--- config.mk ---
export PLATFORM = sky130hd
export DESIGN_NAME = ahtc_chunk_out
export DESIGN_NICKNAME = d
export VERILOG_FILES = /design/src/ahtc_pkg.sv /design/src/ahtc_chunk_out.sv
export SDC_FILE = /design/constraint.sdc
export NUM_CORES = 1
export LEC_CHECK = 0
export ABC_AREA = 1
export CAP_MARGIN = 5
export CORE_AREA = 2 2 232 234
export DETAILED_ROUTE_END_ITERATION = 7
export DIE_AREA = 0 0 234 236
export DONT_BUFFER_PORTS = 1
export PLACE_DENSITY = 0.32
export SYNTH_ARGS = -nofsm -noshare
export SYNTH_HDL_FRONTEND = slang
export SYNTH_SLANG_ARGS = --single-unit
--- constraint.sdc ---
create_clock -name vclk -period 2.2
set_input_delay 0.11 -clock vclk [all_inputs]
set_output_delay 0.11 -clock vclk [all_outputs]
set_load 0.005 [all_outputs]
--- src/ahtc_pkg.sv ---
`default_nettype none
package ahtc_pkg;

    localparam int NODES    = 1024;
    localparam int IDX_W    = $clog2(NODES);
    localparam int W_W      = 32;
    localparam int MAX_BITS = 512;
    localparam int LEN_W    = $clog2(MAX_BITS) + 1;
    localparam int CHUNK_W  = 64;
    localparam int K_W      = $clog2(MAX_BITS / CHUNK_W);
    localparam logic [W_W-1:0] WEIGHT_LIMIT = '1;

    // One node table entry
    typedef struct packed {
        logic [7:0]       sym;
        logic [W_W-1:0]   weight;
        logic [IDX_W-1:0] left;
        logic [IDX_W-1:0] right;
        logic [IDX_W-1:0] parent;
        logic             leaf;
    } t_node;

    typedef enum logic [4:0] {
        S_CLEAR, S_IDLE, S_ROOT, S_ROOT_D, S_SRCH,
        S_W_RD, S_W_PAR, S_W_LVL, S_W_BIT, S_OUT,
        S_A_RD, S_A_E, S_A_L, S_A_R,
        S_U_RD, S_U_INC, S_U_SCAN, S_U_NEXT,
        S_F_RD, S_F_WR, S_S_RA, S_S_RB, S_S_WA, S_S_WB
    } t_state;

    // Map an index beyond the table to the anchor entry
    function automatic logic [IDX_W-1:0] ix(input logic [IDX_W-1:0] v);
        return ({1'b0, v} < (IDX_W+1)'(NODES)) ? v : '0;
    endfunction

    // Entry contents after reset
    function automatic t_node node_init(input logic [IDX_W-1:0] a);
        t_node n;
        n = '0;
        if (a == IDX_W'(1)) begin
            n.weight = W_W'(2);
            n.left   = IDX_W'(2);
            n.right  = IDX_W'(3);
        end else if (a == IDX_W'(2) || a == IDX_W'(3)) begin
            n.weight = W_W'(1);
            n.parent = IDX_W'(1);
            n.leaf   = 1'b1;
        end
        return n;
    endfunction

endpackage
`default_nettype wire

--- src/ahtc_chunk_out.sv ---
`default_nettype none
module ahtc_chunk_out (
    input  wire logic [ahtc_pkg::MAX_BITS-1:0] i_code,
    input  wire logic [ahtc_pkg::LEN_W-1:0]    i_len,
    input  wire logic [ahtc_pkg::K_W-1:0]      i_k,
    output logic [ahtc_pkg::CHUNK_W-1:0]       o_chunk,
    output logic [6:0]                         o_bits,
    output logic                               o_last
);
    logic [ahtc_pkg::LEN_W-1:0] w_base;
    logic [ahtc_pkg::LEN_W-1:0] w_rem;
    logic [ahtc_pkg::LEN_W-1:0] w_up;
    logic [ahtc_pkg::K_W-1:0]   w_klast;

    // Select the chunk and count its valid bits
    always_comb begin
        w_base  = ahtc_pkg::LEN_W'({i_k, 6'd0});
        w_rem   = (i_len >= w_base) ? (i_len - w_base) : '0;
        o_bits  = (w_rem > ahtc_pkg::LEN_W'(64)) ? 7'd64 : w_rem[6:0];
        o_chunk = i_code[{i_k, 6'd0} +: ahtc_pkg::CHUNK_W];
        w_up    = i_len + ahtc_pkg::LEN_W'(63);
        w_klast = (i_len == '0) ? '0 : ahtc_pkg::K_W'((w_up >> 6) - ahtc_pkg::LEN_W'(1));
        o_last  = (i_k == w_klast);
    end
endmodule
`default_nettype wire

# Word-level counts from Yosys, hierarchy flattened
# Cells that the tools add are included.
# W data, S select, Z words.
dict set report totals {
  wordCells 11
  reg_bits 0
}
dict set report classes {
  mux 3
  add_sub_neg 3
  eq_ne 1
  shifts 1
  order_cmp 2
  n_reduce_logical 1
}
# op count
set ops {}
lappend ops {{$shiftx A512 B10 Y64} 1}
lappend ops {{$ge A10 B9 Y1} 1}
lappend ops {{$gt A10 B7 Y1 const B} 1}
lappend ops {{$logic_not A10 Y1} 1}
lappend ops {{$mux W10} 1}
lappend ops {{$sub A10 B9 Y10} 1}
lappend ops {{$add A9 B6 Y9 const B} 1}
lappend ops {{$mux W7} 1}
lappend ops {{$eq A3 B3 Y1} 1}
lappend ops {{$mux W3} 1}
lappend ops {{$sub A3 B1 Y3 const B} 1}

# Depth between registers and ports, before layout
dict set report logic_depth {
  word_depth 4
  mapped_depth 14
}

# Least setup slack after synthesis
# OpenSTA, ideal clock, no wires.
dict set report synth_path {
  kind {input -> output}
  startpoint {input port i_k[2] in the netlist's numbering}
  endpoint {output port o_bits[0]}
  arrival_ns 1.403
  setup_slack_ns 0.687
  path_stages 9
  t_required_ns 2.090
  path_cell_list {inv_1 > clkbuf_1 > ha_1 > a21oi_1 > nand2_1 > xnor2_1 > nor2_1 > nand2_1 > nor2_1}
}
dict set report synth_via {
  elab_chain_len 4
  elab_cells_between_ends 5
  cone_classes {1 x add/sub; 2 x order compare; 2 x mux}
}
# element line_no
set synth_rtl {}
lappend synth_rtl {{from (decl)} ahtc_chunk_out.sv:5} ;# input wire logic [ahtc_pkg::K_W-1:0] i_k,
lappend synth_rtl {{$sub A10 B9 Y10 or $ge A10 B9 Y1 (tied branches)} ahtc_chunk_out.sv:18} ;# w_rem = (i_len >= w_base) ? (i_len - w_base) : '0;
lappend synth_rtl {{$mux W10 *} ahtc_chunk_out.sv:18}
lappend synth_rtl {{$gt A10 B7 Y1} ahtc_chunk_out.sv:19} ;# o_bits = (w_rem > ahtc_pkg::LEN_W'(64)) ? 7'd64 : w_rem[6:0];
lappend synth_rtl {{$mux W7 *} ahtc_chunk_out.sv:19}
lappend synth_rtl {{to (decl)} ahtc_chunk_out.sv:7} ;# output logic [6:0] o_bits,
# Mark *: on every way between the ends. The rest lies on a longest branch, timed or not.

# Worst setup path after layout
dict set report layout_path {
  startpoint {input port i_len[3] in the netlist's numbering}
  endpoint {output port o_last}
}
dict set report layout_via {
  elab_chain_len 4
  elab_cells_between_ends 5
  cone_classes {2 x add/sub; 1 x eq/ne; 1 x mux; 1 x reduce/logical}
}
# element line_no
set layout_rtl {}
lappend layout_rtl {{from (decl)} ahtc_chunk_out.sv:4} ;# input wire logic [ahtc_pkg::LEN_W-1:0] i_len,
lappend layout_rtl {{$add A9 B6 Y9} ahtc_chunk_out.sv:21} ;# w_up = i_len + ahtc_pkg::LEN_W'(63);
lappend layout_rtl {{$sub A3 B1 Y3} ahtc_chunk_out.sv:22} ;# w_klast = (i_len == '0) ? '0 : ahtc_pkg::K_W'((w_up >> 6) - ahtc_pkg::LEN_W'(1));
lappend layout_rtl {{$mux W3 *} ahtc_chunk_out.sv:22}
lappend layout_rtl {{$eq A3 B3 Y1 *} ahtc_chunk_out.sv:23} ;# o_last = (i_k == w_klast);
lappend layout_rtl {{to (decl)} ahtc_chunk_out.sv:8} ;# output logic o_last
# Marked as above.

==> impl_metrics.json <==
{
  "initial_core_util_pct": 8.96,
  "cts_setup_buffers": 0,
  "min_path_type": "in -> out",
  "post_synth_inst_count": 1006,
  "fin_nets": 1457,
  "power.density_nw_per_um2": 193,
  "clkbuf_count": 0,
  "place_congestion": 0.875,
  "io_buffers": 0,
  "status": "finished, final reports clean",
  "hold_viol": 0,
  "dr_total_vias": 7113,
  "start_kind": "input pin",
  "die_area_um2": 55200,
  "synth_warnings": 0,
  "dr.pass1.iters": 5,
  "seq_cell_count": 0,
  "critPathMaxFanout": 5,
  "hold_buffers": 0,
  "yosysSeqAreaShare_pct": 0,
  "synth_common_cells": "nor2_1 (270), nand2_1 (222), o21ai_0 (146), o22ai_1 (128), o21ai_1 (112)",
  "maxSlewViolCount": 0,
  "min-delay-start": "i_len[4]",
  "fin_util_pct": 9.84,
  "grt_pass1_vias": 6595,
  "crit_path_end_kind": "primary output",
  "fillCellCount": 6428,
  "crit_type": "in -> out",
  "stdcell_area_um2": 5220,
  "required_ps": 2090,
  "route.detailed.drc": 0,
  "fin_crit_ps": 1790,
  "tightest_slew_ps": 861,
  "synth_area_per_cell_um2": 4.73,
  "synth_area_leaders": "nor2_1 (21%), nand2_1 (18%), o22ai_1 (17%)",
  "synth_top_area_share_pct": 21.3,
  "min_period_over_period_pct": 81.3,
  "vias_per_cell": 4.36,
  "setup_viol": 0,
  "grt-ovfl-total": 0,
  "synthMostInstantiatedCell": "nor2_1",
  "die_y_um": 236,
  "hold_path_depth": 2,
  "fin_cells": 1630,
  "final-seq-area_um2": 0,
  "synth_largest_area_cell": "nor2_1",
  "cts.repair.resized": 0,
  "crit_arrival_ps": 1680,
  "core_area_um2": 53100,
  "drtAntennaViolNets": 0,
  "syn-cell-area_um2": 4750,
  "rsz0062_at_grt": "false",
  "grt_pass1_wl_um": 41900,
  "tns_ps": 0,
  "max_cap_viol_count": 0,
  "syn2layout_area_growth_pct": 9.87,
  "wire_per_inst_um": 19.9,
  "antenna_found_initial": 9,
  "ios": 597,
  "die_w_um": 234,
  "peakVddDrop_mv": 0.0615,
  "drt_iter0_drc": 463,
  "placed_area_um2": 5200,
  "whs_endpoint": "o_bits[4]",
  "power.leakage_nw": 1.82,
  "dp_cells": 1621,
  "grt_max_degree": 260,
  "routed_wl_um": 32400,
  "synth_fp_nets": 1536,
  "slew_headroom_pct": 42.6,
  "grt_util_all_layers_pct": 10.3,
  "max_freq_ghz": 0.559,
  "hpwl_um": 25700,
  "drive_gt1_share_pct": 2.27,
  "synth.distinct_cells": 21,
  "row_count": 85
}
-- area by class of cell --
cell class / instances / area [µm²] / share of cell area (%)
inverters: 10 / 48.8 / 0.934
well taps: 696 / 871 / 16.7
repair buffers: 17 / 178 / 3.40
multi-input cells: 898 / 4100 / 78.6
diodes: 9 / 22.5 / 0.431
-- worst max-delay path, stage by stage --
cell	delay, ps
nor2_1	160
nand3_1	250
nand2_1	140
nand2_1	100
ha_1	200
xnor2_1	180
nand3_1	110
nand2_1	110
nand2_1	60
nand2_1	50
nand2_1	40
nor2_1	160
-- through the flow --
stage | setup slack (ps) | hold WS (ps) | power (mW)
3_3_place_gp | 451 | 318 | 1.01
6_report | 411 | 316 | 1.01
5_1_grt | 159 | 345 | 1.13
3_5_place_dp | 403 | 315 | 1.02
2_1_floorplan | 687 | 306 | 0.827
4_1_cts | 406 | 315 | 1.03
-- power breakdown --
group	internal [mW]	leakage, nW	switching (mW)
Clock	0.000000570	0.0000570	0
Combinational	0.348	1.82	0.659
Sequential	0	0	0
-- cell families after synthesis --
logic type      Yosys count  share of synthesized area (%)
simple gates            501                           39.8
compound gates          389                           44.5
buf+inv                 108                           13.7
fa+ha+maj                 5                           1.47
xor+xnor                  3                          0.553
-- worst max-delay path by stage --
| stage | startpoint | endpoint |
|---|---|---|
| 6_report | i_len[3] | o_last |
| 3_3_place_gp | i_len[3] | o_last |
| 5_1_grt | i_len[0] | o_last |
| 3_5_place_dp | i_len[4] | o_last |
| 4_1_cts | i_len[4] | o_last |
| 2_1_floorplan | i_k[2] | o_bits[0] |
-- per-layer routing --
layer | track usage (%) | wire, µm | vias up | part of all wire, %
li1 | - | - | 3304 | -
met1 | 10.7 | 12000 | 3253 | 37
met2 | 20.1 | 16400 | 508 | 51
met3 | 1.45 | 2590 | 48 | 8.0
met4 | 4.37 | 1380 | 0 | 4.3
met5 | 0 | 0 | - | 0
-- layout by cell type, fill, tap and decap left out --
master    count
a21oi_1       2
nor2_1      270
inv_1         7
o22ai_1     128
fa_1          1
diode_2       9
clkinv_2      1
o21ai_1     112
buf_4        13
inv_4         1
buf_12        4
xnor2_1       2
o21ai_0     146
o211ai_2      1
xor2_1        1
nand4_1       1
inv_8         1
nand3_1       8
nand2_1     222
ha_1          4
Note: power is estimated with default switching activity, not from simulation.
